File: src/sv/cfb_pkg.sv
// cfb_pkg: constants, position codes and the crc-8 byte update for the frame builder
// no dependencies; used by crc8_frame_builder and crc8_frame_builder_checker
package cfb_pkg;

	localparam logic [7:0] CRC_POLY    = 8'h07;
	localparam logic [7:0] CRC_INIT    = 8'h00;
	localparam logic [7:0] SYNC_FIRST  = 8'hAA;
	localparam logic [7:0] SYNC_SECOND = 8'h55;
	localparam logic [7:0] TAIL_CR     = 8'h0D;
	localparam logic [7:0] TAIL_LF     = 8'h0A;
	localparam logic [7:0] LEN_RESET   = 8'd16;
	localparam logic [7:0] LEN_MIN     = 8'd1;

	// place of a word within the words one payload byte produces
	typedef enum logic [2:0] {
		POS_SYNC1 = 3'd0,
		POS_SYNC2 = 3'd1,
		POS_LEN   = 3'd2,
		POS_DATA  = 3'd3,
		POS_CRC   = 3'd4,
		POS_CR    = 3'd5,
		POS_LF    = 3'd6
	} pos_t;

	// crc-8, poly 0x07, msb first, one byte
	function automatic logic [7:0] crc_feed(input logic [7:0] crc, input logic [7:0] b);
		logic [7:0] c;
		c = crc ^ b;
		for (int k = 0; k < 8; k++) begin
			if (c[7]) begin
				c = {c[6:0], 1'b0} ^ CRC_POLY;
			end else begin
				c = {c[6:0], 1'b0};
			end
		end
		return c;
	endfunction

endpackage

File: src/sv/crc8_frame_builder.sv
// crc8_frame_builder: wraps payload bytes into frames aa 55 len payload crc 0d 0a
// depends on cfb_pkg (constants, position codes, crc_feed)
//
//  channel | signals                                   | dir  | word
//  input   | in_valid, in_stall, payload_byte          | in   | one payload byte
//  output  | out_valid, out_stall, frame_byte,         | out  | one framed byte
//          | last_of_run, frame_end                    |      |
//  config  | cfg_valid, cfg_ready, payload_length      | in   | frame length
//
// each payload byte yields 1, 4 or 7 output words, one word per cycle while the
// output is not stalled; a byte with only its own word is taken every cycle
// unless the output stalls. crc and byte count are updated when the byte is
// accepted, so header and trailer words come from the input register alone.
// reset clears the count, the crc and both valid flags; length resets to 16.
// the input register refills in the cycle its last word moves to the output.
module crc8_frame_builder (
	input  logic       clk,
	input  logic       arst_n,
	input  logic       in_valid,
	output logic       in_stall,
	input  logic [7:0] payload_byte,
	output logic       out_valid,
	input  logic       out_stall,
	output logic [7:0] frame_byte,
	output logic       last_of_run,
	output logic       frame_end,
	input  logic       cfg_valid,
	output logic       cfg_ready,
	input  logic [7:0] payload_length
);

	logic [7:0] length_q;
	logic [7:0] bytes_taken_q;
	logic [7:0] running_crc_q;

	logic           valid_s1;
	logic [7:0]     byte_s1;
	logic [7:0]     len_s1;
	logic [7:0]     crc_s1;
	logic           trl_s1;
	cfb_pkg::pos_t  pos_s1;

	logic [7:0] out_byte_q;
	logic       out_last_q;
	logic       out_end_q;
	logic       out_valid_q;

	logic          in_take;
	logic          out_load;
	logic          s1_done;
	logic [7:0]    len_eff;
	logic [7:0]    crc_base;
	logic [7:0]    crc_new;
	logic          closes;
	cfb_pkg::pos_t last_pos;
	logic [7:0]    word_byte;

	assign cfg_ready = 1'b1;

	assign len_eff  = (length_q == 8'd0) ? cfb_pkg::LEN_MIN : length_q;
	assign crc_base = (bytes_taken_q == 8'd0) ?
		cfb_pkg::crc_feed(cfb_pkg::CRC_INIT, len_eff) : running_crc_q;
	assign crc_new  = cfb_pkg::crc_feed(crc_base, payload_byte);
	assign closes   = ({1'b0, bytes_taken_q} + 9'd1) >= {1'b0, len_eff};

	assign last_pos = trl_s1 ? cfb_pkg::POS_LF : cfb_pkg::POS_DATA;
	assign out_load = valid_s1 && (!out_valid_q || !out_stall);
	assign s1_done  = out_load && (pos_s1 == last_pos);
	assign in_stall = valid_s1 && !s1_done;
	assign in_take  = in_valid && !in_stall;

	always_comb begin
		case (pos_s1)
			cfb_pkg::POS_SYNC1: word_byte = cfb_pkg::SYNC_FIRST;
			cfb_pkg::POS_SYNC2: word_byte = cfb_pkg::SYNC_SECOND;
			cfb_pkg::POS_LEN:   word_byte = len_s1;
			cfb_pkg::POS_DATA:  word_byte = byte_s1;
			cfb_pkg::POS_CRC:   word_byte = crc_s1;
			cfb_pkg::POS_CR:    word_byte = cfb_pkg::TAIL_CR;
			cfb_pkg::POS_LF:    word_byte = cfb_pkg::TAIL_LF;
			default:            word_byte = byte_s1;
		endcase
	end

	always_ff @(posedge clk or negedge arst_n) begin
		if (!arst_n) begin
			length_q <= cfb_pkg::LEN_RESET;
		end else if (cfg_valid && cfg_ready) begin
			length_q <= payload_length;
		end
	end

	always_ff @(posedge clk or negedge arst_n) begin
		if (!arst_n) begin
			bytes_taken_q <= 8'd0;
			running_crc_q <= cfb_pkg::CRC_INIT;
		end else if (in_take) begin
			if (closes) begin
				bytes_taken_q <= 8'd0;
				running_crc_q <= cfb_pkg::CRC_INIT;
			end else begin
				bytes_taken_q <= bytes_taken_q + 8'd1;
				running_crc_q <= crc_new;
			end
		end
	end

	// input register: the accepted byte and what its words need
	always_ff @(posedge clk or negedge arst_n) begin
		if (!arst_n) begin
			valid_s1 <= 1'b0;
			pos_s1   <= cfb_pkg::POS_DATA;
		end else if (in_take) begin
			valid_s1 <= 1'b1;
			pos_s1   <= (bytes_taken_q == 8'd0) ? cfb_pkg::POS_SYNC1 : cfb_pkg::POS_DATA;
		end else if (s1_done) begin
			valid_s1 <= 1'b0;
		end else if (out_load) begin
			pos_s1 <= cfb_pkg::pos_t'(3'(pos_s1 + 3'd1));
		end
	end

	always_ff @(posedge clk) begin
		if (in_take) begin
			byte_s1 <= payload_byte;
			len_s1  <= len_eff;
			crc_s1  <= crc_new;
			trl_s1  <= closes;
		end
	end

	// output register
	always_ff @(posedge clk or negedge arst_n) begin
		if (!arst_n) begin
			out_valid_q <= 1'b0;
		end else if (out_load) begin
			out_valid_q <= 1'b1;
		end else if (!out_stall) begin
			out_valid_q <= 1'b0;
		end
	end

	always_ff @(posedge clk) begin
		if (out_load) begin
			out_byte_q <= word_byte;
			out_last_q <= (pos_s1 == last_pos);
			out_end_q  <= (pos_s1 == cfb_pkg::POS_LF);
		end
	end

	assign out_valid   = out_valid_q;
	assign frame_byte  = out_byte_q;
	assign last_of_run = out_last_q;
	assign frame_end   = out_end_q;

`ifndef ASSERT_OFF
	a_pos_range: assert property (@(posedge clk) disable iff (!arst_n)
		valid_s1 |-> (pos_s1 <= last_pos))
		else $error("word position past the last word of its byte");

	a_end_is_last: assert property (@(posedge clk) disable iff (!arst_n)
		(out_valid_q && out_end_q) |-> (out_last_q && out_byte_q == cfb_pkg::TAIL_LF))
		else $error("frame end not on the closing lf word of a byte");

	a_crc_cleared: assert property (@(posedge clk) disable iff (!arst_n)
		(bytes_taken_q == 8'd0) |-> (running_crc_q == cfb_pkg::CRC_INIT))
		else $error("crc not cleared between frames");

	a_count_bound: assert property (@(posedge clk) disable iff (!arst_n)
		(in_take && closes) |=> (bytes_taken_q == 8'd0 && trl_s1))
		else $error("closing byte did not restart the frame");
`endif

endmodule

File: config.mk
export PLATFORM = sky130hd
export DESIGN_NAME = crc8_frame_builder
export DESIGN_NICKNAME = d
export VERILOG_FILES = /design/src/sv/cfb_pkg.sv /design/src/sv/crc8_frame_builder.sv
export SDC_FILE = /design/constraint.sdc
export NUM_CORES = 1
export LEC_CHECK = 0
export BUFFER_PORTS_ARGS = -buffer_cell sky130_fd_sc_hd__clkbuf_2
export CAP_MARGIN = 10
export CORE_MARGIN = 4
export CORE_UTILIZATION = 36
export CTS_CLUSTER_DIAMETER = 150
export DETAILED_ROUTE_END_ITERATION = 6
export GPL_ROUTABILITY_DRIVEN = 0
export SLEW_MARGIN = 20
export SYNTH_ARGS = -nofsm -noshare
export SYNTH_HDL_FRONTEND = slang
export SYNTH_SLANG_ARGS = --single-unit
export TNS_END_PERCENT = 30
File: constraint.sdc
create_clock -name clk -period 3.15 [get_ports clk]
set_input_delay 0.315 -clock clk [delete_from_list [all_inputs] [get_ports clk]]
set_output_delay 0.315 -clock clk [all_outputs]
set_load 0.02 [all_outputs]
### After elaboration in Yosys (flattened, before gate mapping)

Cells that the tools add are included.

| word-level totals | value |
|---|---|
| register bits | 64 |
| input port bits | 21 |
| output and inout bits | 13 |
| logic and storage cells | 87 |

| cells by class | value |
|---|---|
| $add $sub $neg | 3 |
| order comparisons | 1 |
| eq/ne operators | 8 |
| muxes and demuxes | 30 |
| bitwise logic cells | 17 |
| reduce and logical (&&, ||, !) cells | 15 |

Operator list:

| kind | number |
|---|---|
| $mux W3 | 20 |
| $not A3 Y3 | 16 |
| $pmux W8 S6 | 1 |
| $mux W8 | 4 |
| $logic_not A8 Y1 | 2 |
| $add A8 B1 Y9 const B | 1 |
| $eq A3 B3 Y1 const B | 3 |
| $ge A9 B8 Y1 | 1 |
| $add A8 B1 Y8 const B | 1 |
| $xor A8 B8 Y8 | 1 |
| $logic_and A1 B1 Y1 | 4 |
| $logic_not A1 Y1 | 4 |
| $mux W1 | 4 |
| $reduce_bool A2 Y1 | 2 |
| $add A3 B1 Y3 const B | 1 |
| $eq A3 B1 Y1 const B | 1 |
| $eq A3 B2 Y1 const B | 1 |
| $eq A3 B3 Y1 | 1 |
| $logic_not A3 Y1 | 1 |
| $mux W2 | 1 |
| $ne A2 B1 Y1 const B | 1 |
| $ne A2 B2 Y1 const B | 1 |
| $reduce_and A2 Y1 | 1 |
| $logic_or A1 B1 Y1 | 1 |

### Depth between registers and ports, before layout

Gate-level depths: netlist (run 1).

| depth | value |
|---|---|
| depth in word-level cells | 37 |
| mapped depth | 14 |
| depth with buffers taken out | 13 |

### Least setup slack after synthesis (run 1)

OpenSTA, ideal clock, no wires.

| timing path | value |
|---|---|
| path type | register -> register |
| start | register length_q[4] |
| end | register running_crc_q[7] |
| library setup time | 0.087 ns |
| arrival | 2.839 ns |
| required time | 3.063 ns |
| path slack | 0.225 ns |
| cell stages (with the launch flop) | 13 |
| buffers on the path | 0 |
| period minus slack after synthesis | 2.925 ns |
| path through | dfstp_2 inv_1 ha_1 and4b_1 or2_2 ha_1 nand2b_1 a21o_1 a21o_1 a21o_1 a211oi_2 o211ai_1 o211ai_1 |

| on the way | value |
|---|---|
| elaborated cells between the ends (all ways) | 20 |
| those cells by class | order compare: 1; mux: 11; bitwise: 7; reduce/logical: 1 |

RTL lines:

| what | RTL line | RTL |
|---|---|---|
| start: declaration | crc8_frame_builder.sv:32 | `logic [7:0] length_q;` |
| start signal: assignment | crc8_frame_builder.sv:87 | `length_q <= cfb_pkg::LEN_RESET;` |
| start signal: assignment | crc8_frame_builder.sv:89 | `length_q <= payload_length;` |
| $logic_not A8 Y1 | crc8_frame_builder.sv:60 | `assign len_eff = (length_q == 8'd0) ? cfb_pkg::LEN_MIN : length_q;` |
| $mux W8 | crc8_frame_builder.sv:60 |  |
| net len_eff[0] | crc8_frame_builder.sv:51 | `logic [7:0] len_eff;` |
| $ge A9 B8 Y1 | crc8_frame_builder.sv:64 | `assign closes = ({1'b0, bytes_taken_q} + 9'd1) >= {1'b0, len_eff};` |
| $mux W8 | crc8_frame_builder.sv:98 | `if (closes) begin` |
| end signal: assignment | crc8_frame_builder.sv:96 | `running_crc_q <= cfb_pkg::CRC_INIT;` |
| end signal: assignment | crc8_frame_builder.sv:100 | `running_crc_q <= cfb_pkg::CRC_INIT;` |
| end signal: assignment | crc8_frame_builder.sv:103 | `running_crc_q <= crc_new;` |
| end: declaration | crc8_frame_builder.sv:34 | `logic [7:0] running_crc_q;` |

The timed path passes the listed nets, and every way through them passes these cells.
A chain may end at the register's enable or synchronous reset.

### Worst setup path after layout (run 1)

Ends and elaborated chain as after synthesis.

==> impl_metrics.json, run 1 <==
{
  "outcome": "complete, no violations",
  "grt_max_degree": 30,
  "critPathRequiredTime_ns": 3.42,
  "multi_input_area_um2": 1730,
  "cts_max_path_buffers": 2,
  "drcViolationCount": 0,
  "h-tree-depth": 3,
  "r2r_setup_slack_ns": 0.18,
  "dp_hpwl_um": 5910,
  "cts_tree": "yes",
  "async_reset_ff_share_pct": 45.3,
  "yosysMostFrequentCell": "nand2_1",
  "hp-class": "input port to asynchronous set/reset pin",
  "io_buffers": 32,
  "crit_arrival_ns": 3.24,
  "clock.fmax_ghz": 0.336,
  "cp_max_fo": 10,
  "synth_nets": 381,
  "maxCapViolCount": 0,
  "rsz0062_at_grt": "false",
  "worst-setup-path-type": "flip-flop to flip-flop",
  "synthFlopType": "edfxtp_1",
  "grt_pass1_vias": 2519,
  "dr.first_iter.drc_count": 114,
  "synth_top_cells_by_count": "nand2_1, edfxtp_1, dfrtp_1",
  "power-per-cell-area_nw_per_um2": 847,
  "yosysUniqueCellTypes": 64,
  "layout_worst_path_cycle_share_pct": 94.3,
  "wirelength_um": 7730,
  "yosys-top-cells-area": "edfxtp_1, dfrtp_1, ha_1",
  "final_core_util_pct": 42.5,
  "die_y_um": 109,
  "slew_viol_final": 0,
  "synth_top_area_share_pct": 28.6,
  "vias": 2634,
  "cp-start-kind": "flip-flop",
  "ant_nets": 0,
  "end_kind": "flip-flop",
  "syn_area_um2": 3670,
  "nets": 421,
  "finalSetupViolCount": 0,
  "start_util_pct": 37.3,
  "synth.largest_area_cell": "edfxtp_1",
  "worstMarginPinSlew_ns": 0.784,
  "fill_cells": 963,
  "track_usage_pct": 14.0,
  "ff2ff_path_depth": 13,
  "ys_seq_elements": 64,
  "holdBufCountCts": 0,
  "avgRoutedWirePerCell_um": 14.8,
  "synth_seq_area_share_pct": 48.5,
  "syn_area_per_cell_um2": 10.7,
  "cts_setup_buffers": 0,
  "clockRootBuffer": "clkbuf_8",
  "layout-drive-gt1-share_pct": 21.4,
  "syn_to_final_growth_pct": 14.0,
  "core_um2": 9860,
  "synth_edf_count": 35,
  "path_clk_slew_ns": 0.09,
  "finalHoldViolCount": 0,
  "first_pass_iters": 4,
  "worst_ir_drop_vdd_mv": 0.311,
  "yosys_warnings": 0,
  "cts_sinks": 64,
  "clk_latency_ns": 0.34,
  "grt-ovfl-total": 0,
  "die_w_um": 109,
  "postSynthCellCount": 343,
  "ios": 34,
  "fin_crit_ns": 2.97,
  "antenna_found_initial": 0,
  "die_area_um2": 11900,
  "finalSetupTns_ns": 0,
  "relSlewSlack_pct": 47.7,
  "regArea_um2": 1780,
  "num_rows": 36,
  "skew_ns": 0.0132,
  "vias_per_cell": 5.06,
  "n_antenna_cell": 0,
  "grt_pass1_wl_um": 12700,
  "cts-buffers-inserted": 9,
  "leakage_uw": 0.00181
}
[worst paths after layout]
| path | from | endpoint |
|---|---|---|
| max | length_q[4] | running_crc_q[7] |
| min | arst_n | pos_s1[2] |
| max reg2reg | length_q[4] | running_crc_q[7] |
| min reg2reg | valid_s1 | out_valid |
| max in group asynchronous | arst_n | running_crc_q[2] |
| min in group clk | in_valid | valid_s1 |
[through the flow]
stage	worst slack (ns)	hold WS, ns	power, uW	cell area, um^2	std cells
after global placement	0.256	0.416	2900	4010	505
after CTS	0.158	0.0493	3580	4190	521
after floorplan	0.225	0.0194	2520	3670	343
after detailed placement	0.188	0.437	2920	4010	505
final	0.178	0.0361	3550	4190	521
after global routing	0.00240	0.0810	3810	4190	521
[layout by cell type (no fill, tap or decap), types with 7 or more instances in the layout]
master / instances
nand2_1: 40
edfxtp_1: 35
clkbuf_2: 32
dfrtp_1: 26
inv_1: 22
o21ai_0: 20
a21oi_1: 19
ha_1: 17
nor2_1: 14
xor2_1: 14
xnor2_1: 11
buf_4: 11
clkbuf_8: 9
nand3_1: 8
a22o_1: 8
nor2b_1: 7
a21o_1: 7
[area by class of cell]
type / instances / area share [%]
clock buffers: 9 / 2.96
well taps: 133 / 3.97
inverters: 23 / 2.06
clock inverters: 7 / 1.34
multi-input cells: 242 / 41.4
flip-flops and latches: 64 / 42.5
repair buffers: 43 / 5.79
[critical path: stages, from the launching register on]
cell	delay (ns)
dfstp_2	0.56
inv_1	0.06
ha_1	0.22
and4b_1	0.23
or2_2	0.29
ha_1	0.26
nand2b_1	0.14
a21o_1	0.18
a21o_1	0.17
a21o_1	0.19
a211oi_2	0.17
buf_4	0.20
o211ai_1	0.11
o211ai_1	0.11
[layer usage]
layer  track usage (%)  vias to the layer above  routed length [um]
li1                  -                     1301                   -
met1              19.4                     1251                3730
met3              3.32                       12                 370
met4              5.14                        0                 153
met2              21.3                       70                3480
met5                 0                        -                   0
[sequential cells by signal (all words and copies together) (netlist names)]
signal,flops
byte_s1,8
out_valid,1
valid_s1,1
running_crc_q,8
frame_byte,8
bytes_taken_q,8
pos_s1,3
frame_end,1
len_s1,8
crc_s1,8
trl_s1,1
length_q,8
last_of_run,1
[where the power goes]
part / internal (uW) / total, uW / switching, uW
clock: 292 / 653 / 361
sequential: 1210 / 1360 / 154
combinational: 683 / 1530 / 850
[repair_timing]
| item | 4_1_cts | 5_1_grt |
|---|---|---|
| endpoints found under the setup margin | 0 | 1 |
| hold endpoints to repair | 0 | 0 |
| resized for setup | 0 | 2 |
[kinds of logic after synthesis]
| group | Yosys count | share of synthesized area (%) |
|---|---|---|
| AND/OR/NAND/NOR | 109 | 16.4 |
| flip-flops | 64 | 48.5 |
| adder cells (fa/ha/maj) | 17 | 5.79 |
| buffers and inverters | 37 | 4.43 |
| other | 1 | 0.102 |
| multiplexers | 4 | 1.23 |
| AO/OA/AOI/OAI | 81 | 14.6 |
| XOR/XNOR | 30 | 8.99 |
(Power assumes the default switching activity.)
==> run 2, diff against run 1 <==
clock period = 3.1 ns   (was 3.15 ns; I/O delays follow)
==> run 2 against run 1 <==
  * Clock skew shrank 0.0032 ns
  * Setup slack lost 0.068 ns
  * Cell count grew 0.38%
  * Sequential cell count is the same
  * Combinational power grew 6%
  * Power grew 3.8%
==> impl_metrics.json, run 2 (synthesized netlist as in run 1, its figures left out) <==
{
  "hold_slack_ns": 0.0111,
  "finalSetupViolCount": 0,
  "io_buffers": 32,
  "path_clk_slew_ns": 0.08,
  "wirelength_um": 8130,
  "clock.fmax_ghz": 0.334,
  "cp_max_fo": 5,
  "placed_cell_area_um2": 4010,
  "regArea_um2": 1780,
  "worst-setup-path-type": "flip-flop to flip-flop",
  "num_rows": 36,
  "final_area_um2": 4240,
  "skew_ns": 0.00993,
  "start_util_pct": 37.3,
  "layout_worst_path_cycle_share_pct": 96.4,
  "track_usage_pct": 14.4,
  "layout-drive-gt1-share_pct": 22.8,
  "grt_max_degree": 35,
  "ios": 34,
  "critPathRequiredTime_ns": 3.37,
  "slew_viol_final": 0,
  "relSlewSlack_pct": 48.5,
  "core_um2": 9860,
  "crit_arrival_ns": 3.26,
  "first_pass_iters": 4,
  "die_w_um": 109,
  "die_area_um2": 11900,
  "n_antenna_cell": 0,
  "avgRoutedWirePerCell_um": 15.5,
  "vias": 2614,
  "layout_common_cells": "nand2_1, edfxtp_1, clkbuf_2, dfrtp_1, inv_1",
  "drcViolationCount": 0,
  "outcome": "complete, no violations",
  "cts_tree": "yes",
  "ant_nets": 0,
  "cts_max_path_buffers": 2,
  "hp-class": "input port to asynchronous set/reset pin",
  "leakage_uw": 0.00182,
  "final_common_cell": "nand2_1",
  "dr.first_iter.drc_count": 167,
  "cp-start-kind": "flip-flop",
  "dp_hpwl_um": 5940,
  "p_total_uw": 3680,
  "end_kind": "flip-flop",
  "fill_cells": 965,
  "cts-buffers-inserted": 9,
  "nets": 423,
  "antenna_found_initial": 0,
  "grt-ovfl-total": 0,
  "final_core_util_pct": 43.0,
  "die_y_um": 109,
  "clockRootBuffer": "clkbuf_8",
  "clk_latency_ns": 0.35,
  "h-tree-depth": 3,
  "r2r_setup_slack_ns": 0.11,
  "worst_ir_drop_vdd_mv": 0.294,
  "vias_per_cell": 5.00,
  "finalHoldViolCount": 0,
  "multi_input_area_um2": 1760,
  "syn_to_final_growth_pct": 15.3,
  "cts_sinks": 64,
  "grt_pass1_vias": 2531,
  "grt_pass1_wl_um": 13000,
  "worstMarginPinSlew_ns": 0.773,
  "maxCapViolCount": 0,
  "fin_crit_ns": 2.99,
  "power-per-cell-area_nw_per_um2": 869
}
## run 2: stage by stage
step	worst slack (ns)	cells	setup TNS, ns
3_3_place_gp	0.198	504	0
6_report	0.110	523	0
4_1_cts	0.103	520	0
3_5_place_dp	0.131	504	0
2_1_floorplan	0.175	343	0
5_1_grt	-0.0267	523	-0.0267
## run 2: area by class of cell
type	instances	area share [%]
timing repair buffer	45	6.32
inverter	23	2.04
sequential	64	42.0
tap	133	3.93
clock inverter	7	1.30
clock buffer	9	2.92
multi-input combinational	242	41.5
## run 2: per-layer routing
layer | global-route usage, % | routed length [um] | vias to the layer above
li1 | - | - | 1308
met1 | 19.6 | 3840 | 1221
met2 | 22.4 | 3710 | 65
met3 | 2.55 | 366 | 20
met4 | 6.13 | 219 | 0
met5 | 0 | 0 | -
## run 2: worst paths after layout
check	from	to	depth (start not counted)
worst max-delay path	length_q[4]	running_crc_q[7]	13
worst min-delay path	arst_n	out_valid	1
worst max register to register	length_q[4]	running_crc_q[7]	13
worst min register to register	valid_s1	out_valid	1
max in group asynchronous	arst_n	length_q[6]	1
min in group clk	payload_length[2]	length_q[2]	3
## run 2: timing repair
action | CTS | global route
hold buffers | 0 | 0
endpoints found under the hold margin | 0 | 0
endpoints found under the setup margin | 0 | 5
resized for setup | 0 | 6
buffers inserted | 0 | 2
## run 2: power by group
group	internal [uW]	switching (uW)
Sequential	1230	161
Combinational	732	890
Clock	298	373
## run 2: worst max-delay path, cell delays in order, from the launching register on
cell and delay (ns):
dfstp_2 0.55, inv_1 0.07, ha_2 0.19, and4b_1 0.20, or2_2 0.32, ha_4 0.22, nand2b_4 0.13, a21o_1 0.17
a21o_1 0.17, a21o_1 0.17, a211oi_2 0.29, buf_4 0.20, nand2b_1 0.06, o211ai_1 0.17
==> run 3, diff against run 2 <==
CORE_UTILIZATION = 50   (was 36)
PLACE_DENSITY = 0.69   (was default)
==> run 3 against run 2 <==
  * Routed wire length down 7.1%
  * Cell count down 6.5%
  * Maximum frequency up 0.81%
  * Clock power up 7.6%
  * Core utilization up 18 points
  * Critical path type unchanged
  * Largest power group unchanged
==> impl_metrics.json, run 3 (synthesized netlist as in run 1, its figures left out) <==
{
  "outcome": "complete, no violations",
  "cts-buffers-inserted": 9,
  "instances_no_fill": 489,
  "p_total_uw": 3710,
  "final_common_cell": "nand2_1",
  "vias": 2589,
  "skew_ns": 0.0112,
  "grt_max_degree": 30,
  "relSlewSlack_pct": 48.4,
  "grt-busiest-layer": "met2",
  "dr.first_iter.drc_count": 123,
  "multi_input_area_um2": 1740,
  "clk_latency_ns": 0.34,
  "reg2reg_to": "running_crc_q[7]",
  "antenna_found_initial": 0,
  "num_rows": 30,
  "met2_usage_pct": 29.3,
  "slowest_delay_ns": 0.56,
  "crit_arrival_ns": 3.22,
  "finalSetupViolCount": 0,
  "cts_max_path_buffers": 2,
  "io_buffers": 32,
  "grt-ovfl-total": 0,
  "fin_crit_ns": 2.97,
  "leakage_uw": 0.00184,
  "drcViolationCount": 0,
  "timing.rr.start": "length_q[4]",
  "grt_pass1_vias": 2520,
  "track_usage_pct": 18.2,
  "hold_slack_ns": 0.0294,
  "regArea_um2": 1780,
  "avgRoutedWirePerCell_um": 15.4,
  "dp_hpwl_um": 5590,
  "r2r_setup_slack_ns": 0.13,
  "cpMaxStageDelayCell": "dfstp_2",
  "ff2ff_path_depth": 13,
  "power-per-cell-area_nw_per_um2": 878,
  "layout-drive-gt1-share_pct": 22.9,
  "placed_cell_area_um2": 3970,
  "start_util_pct": 52.6,
  "final_area_um2": 4220,
  "wirelength_um": 7550,
  "ios": 34,
  "slew_viol_final": 0,
  "die_area_um2": 8790,
  "use_met1_pct": 23.9,
  "critPathRequiredTime_ns": 3.36,
  "die_y_um": 93.7,
  "clock.fmax_ghz": 0.337,
  "cts_sinks": 64,
  "cp_max_fo": 5,
  "crit_chain": "inv_2 > ha_2 > and4b_1 > or2_4 > ha_1 > nand2b_4 > a21o_1 > a21o_1 > a21o_1 > a211oi_2 > buf_4 > o211ai_1 > o211ai_1",
  "layout_worst_path_cycle_share_pct": 95.7,
  "finalSetupTns_ns": 0,
  "n_antenna_cell": 0,
  "crit_top_cell": "a21o_1",
  "worst_ir_drop_vdd_mv": 0.339,
  "path_buf_inv": 2,
  "layout_common_cells": "nand2_1, edfxtp_1, clkbuf_2, dfrtp_1",
  "globalRouteMet3Util_pct": 3.61,
  "clockRootBuffer": "clkbuf_8",
  "ant_nets": 0,
  "worst-setup-path-type": "flip-flop to flip-flop",
  "nets": 426,
  "path_delay_family": "compound AO/OA/AOI/OAI gates",
  "core_um2": 6980,
  "end_kind": "flip-flop",
  "maxCapViolCount": 0,
  "vias_per_cell": 5.29,
  "grt_pass1_wl_um": 12200,
  "syn_to_final_growth_pct": 14.9,
  "cp-start-kind": "flip-flop",
  "h-tree-depth": 3,
  "finalHoldViolCount": 0,
  "path_clk_slew_ns": 0.08,
  "die_w_um": 93.7,
  "placed_cells": 468,
  "cts_tree": "yes",
  "first_pass_iters": 4,
  "worstMarginPinSlew_ns": 0.774,
  "fill_cells": 580,
  "hp-class": "input port to asynchronous set/reset pin",
  "holdBufCountCts": 0
}
-- run 3: cell count changes in the layout (fill, tap and decap cells not counted), sizes merged --
cell,before,now
buf,13,15
bufinv,0,1
clkdlybuf4s15,0,1
clkinv,3,4
inv,25,23
-- run 3: how the worst max path moves through the flow --
stage / from / to / slack, ns / depth (start not counted)
final: length_q[4] / running_crc_q[7] / 0.13 / 13
after global routing: length_q[4] / running_crc_q[7] / -0.01 / 13
after CTS: length_q[4] / bytes_taken_q[0] / 0.11 / 12
after detailed placement: length_q[4] / bytes_taken_q[0] / 0.12 / 12
after global placement: length_q[4] / running_crc_q[7] / 0.20 / 13
after floorplan: length_q[4] / running_crc_q[7] / 0.17 / 12
-- run 3: power breakdown --
group / internal [uW] / total (uW) / switching (uW) / leakage [uW]
Sequential: 1230 / 1390 / 159 / 0.000679
Combinational: 722 / 1600 / 878 / 0.00107
Clock: 371 / 721 / 350 / 0.0000933
Total: 2320 / 3710 / 1390 / 0.00184
-- run 3: what timing repair did --
item,in CTS,in global routing
setup buffers,0,4
gates resized for setup,0,5
endpoints found under the setup margin,0,3
-- run 3: layout make-up --
cell class | instances | share of cell area, %
Clock buffer | 9 | 2.93
Clock inverter | 7 | 1.69
Inverter | 23 | 2.04
Multi-Input combinational cell | 242 | 41.3
Sequential cell | 64 | 42.2
Tap cell | 96 | 2.84
Timing Repair Buffer | 48 | 7.02
-- run 3: worst reg2reg max path, cell delays in order (launching register included) --
cell,delay [ns]
dfstp_2,0.56
inv_2,0.05
ha_2,0.19
and4b_1,0.20
or2_4,0.23
ha_1,0.27
nand2b_4,0.13
a21o_1,0.16
a21o_1,0.17
a21o_1,0.17
a211oi_2,0.31
buf_4,0.21
o211ai_1,0.10
o211ai_1,0.13
-- run 3: routing by layer --
layer | share of wire, % | vias to the layer above
met1 | 47 | 1211
met4 | 0.95 | 0
met3 | 4.3 | 7
li1 | - | 1309
met2 | 48 | 62
met5 | 0 | -
-- run 3: metrics by stage --
step / util (%) / setup slack [ns]
4_1_cts: 59.7 / 0.112
6_report: 60.5 / 0.134
3_5_place_dp: 56.9 / 0.115
5_1_grt: 60.5 / -0.00995
2_1_floorplan: - / 0.175
3_3_place_gp: 56.9 / 0.202
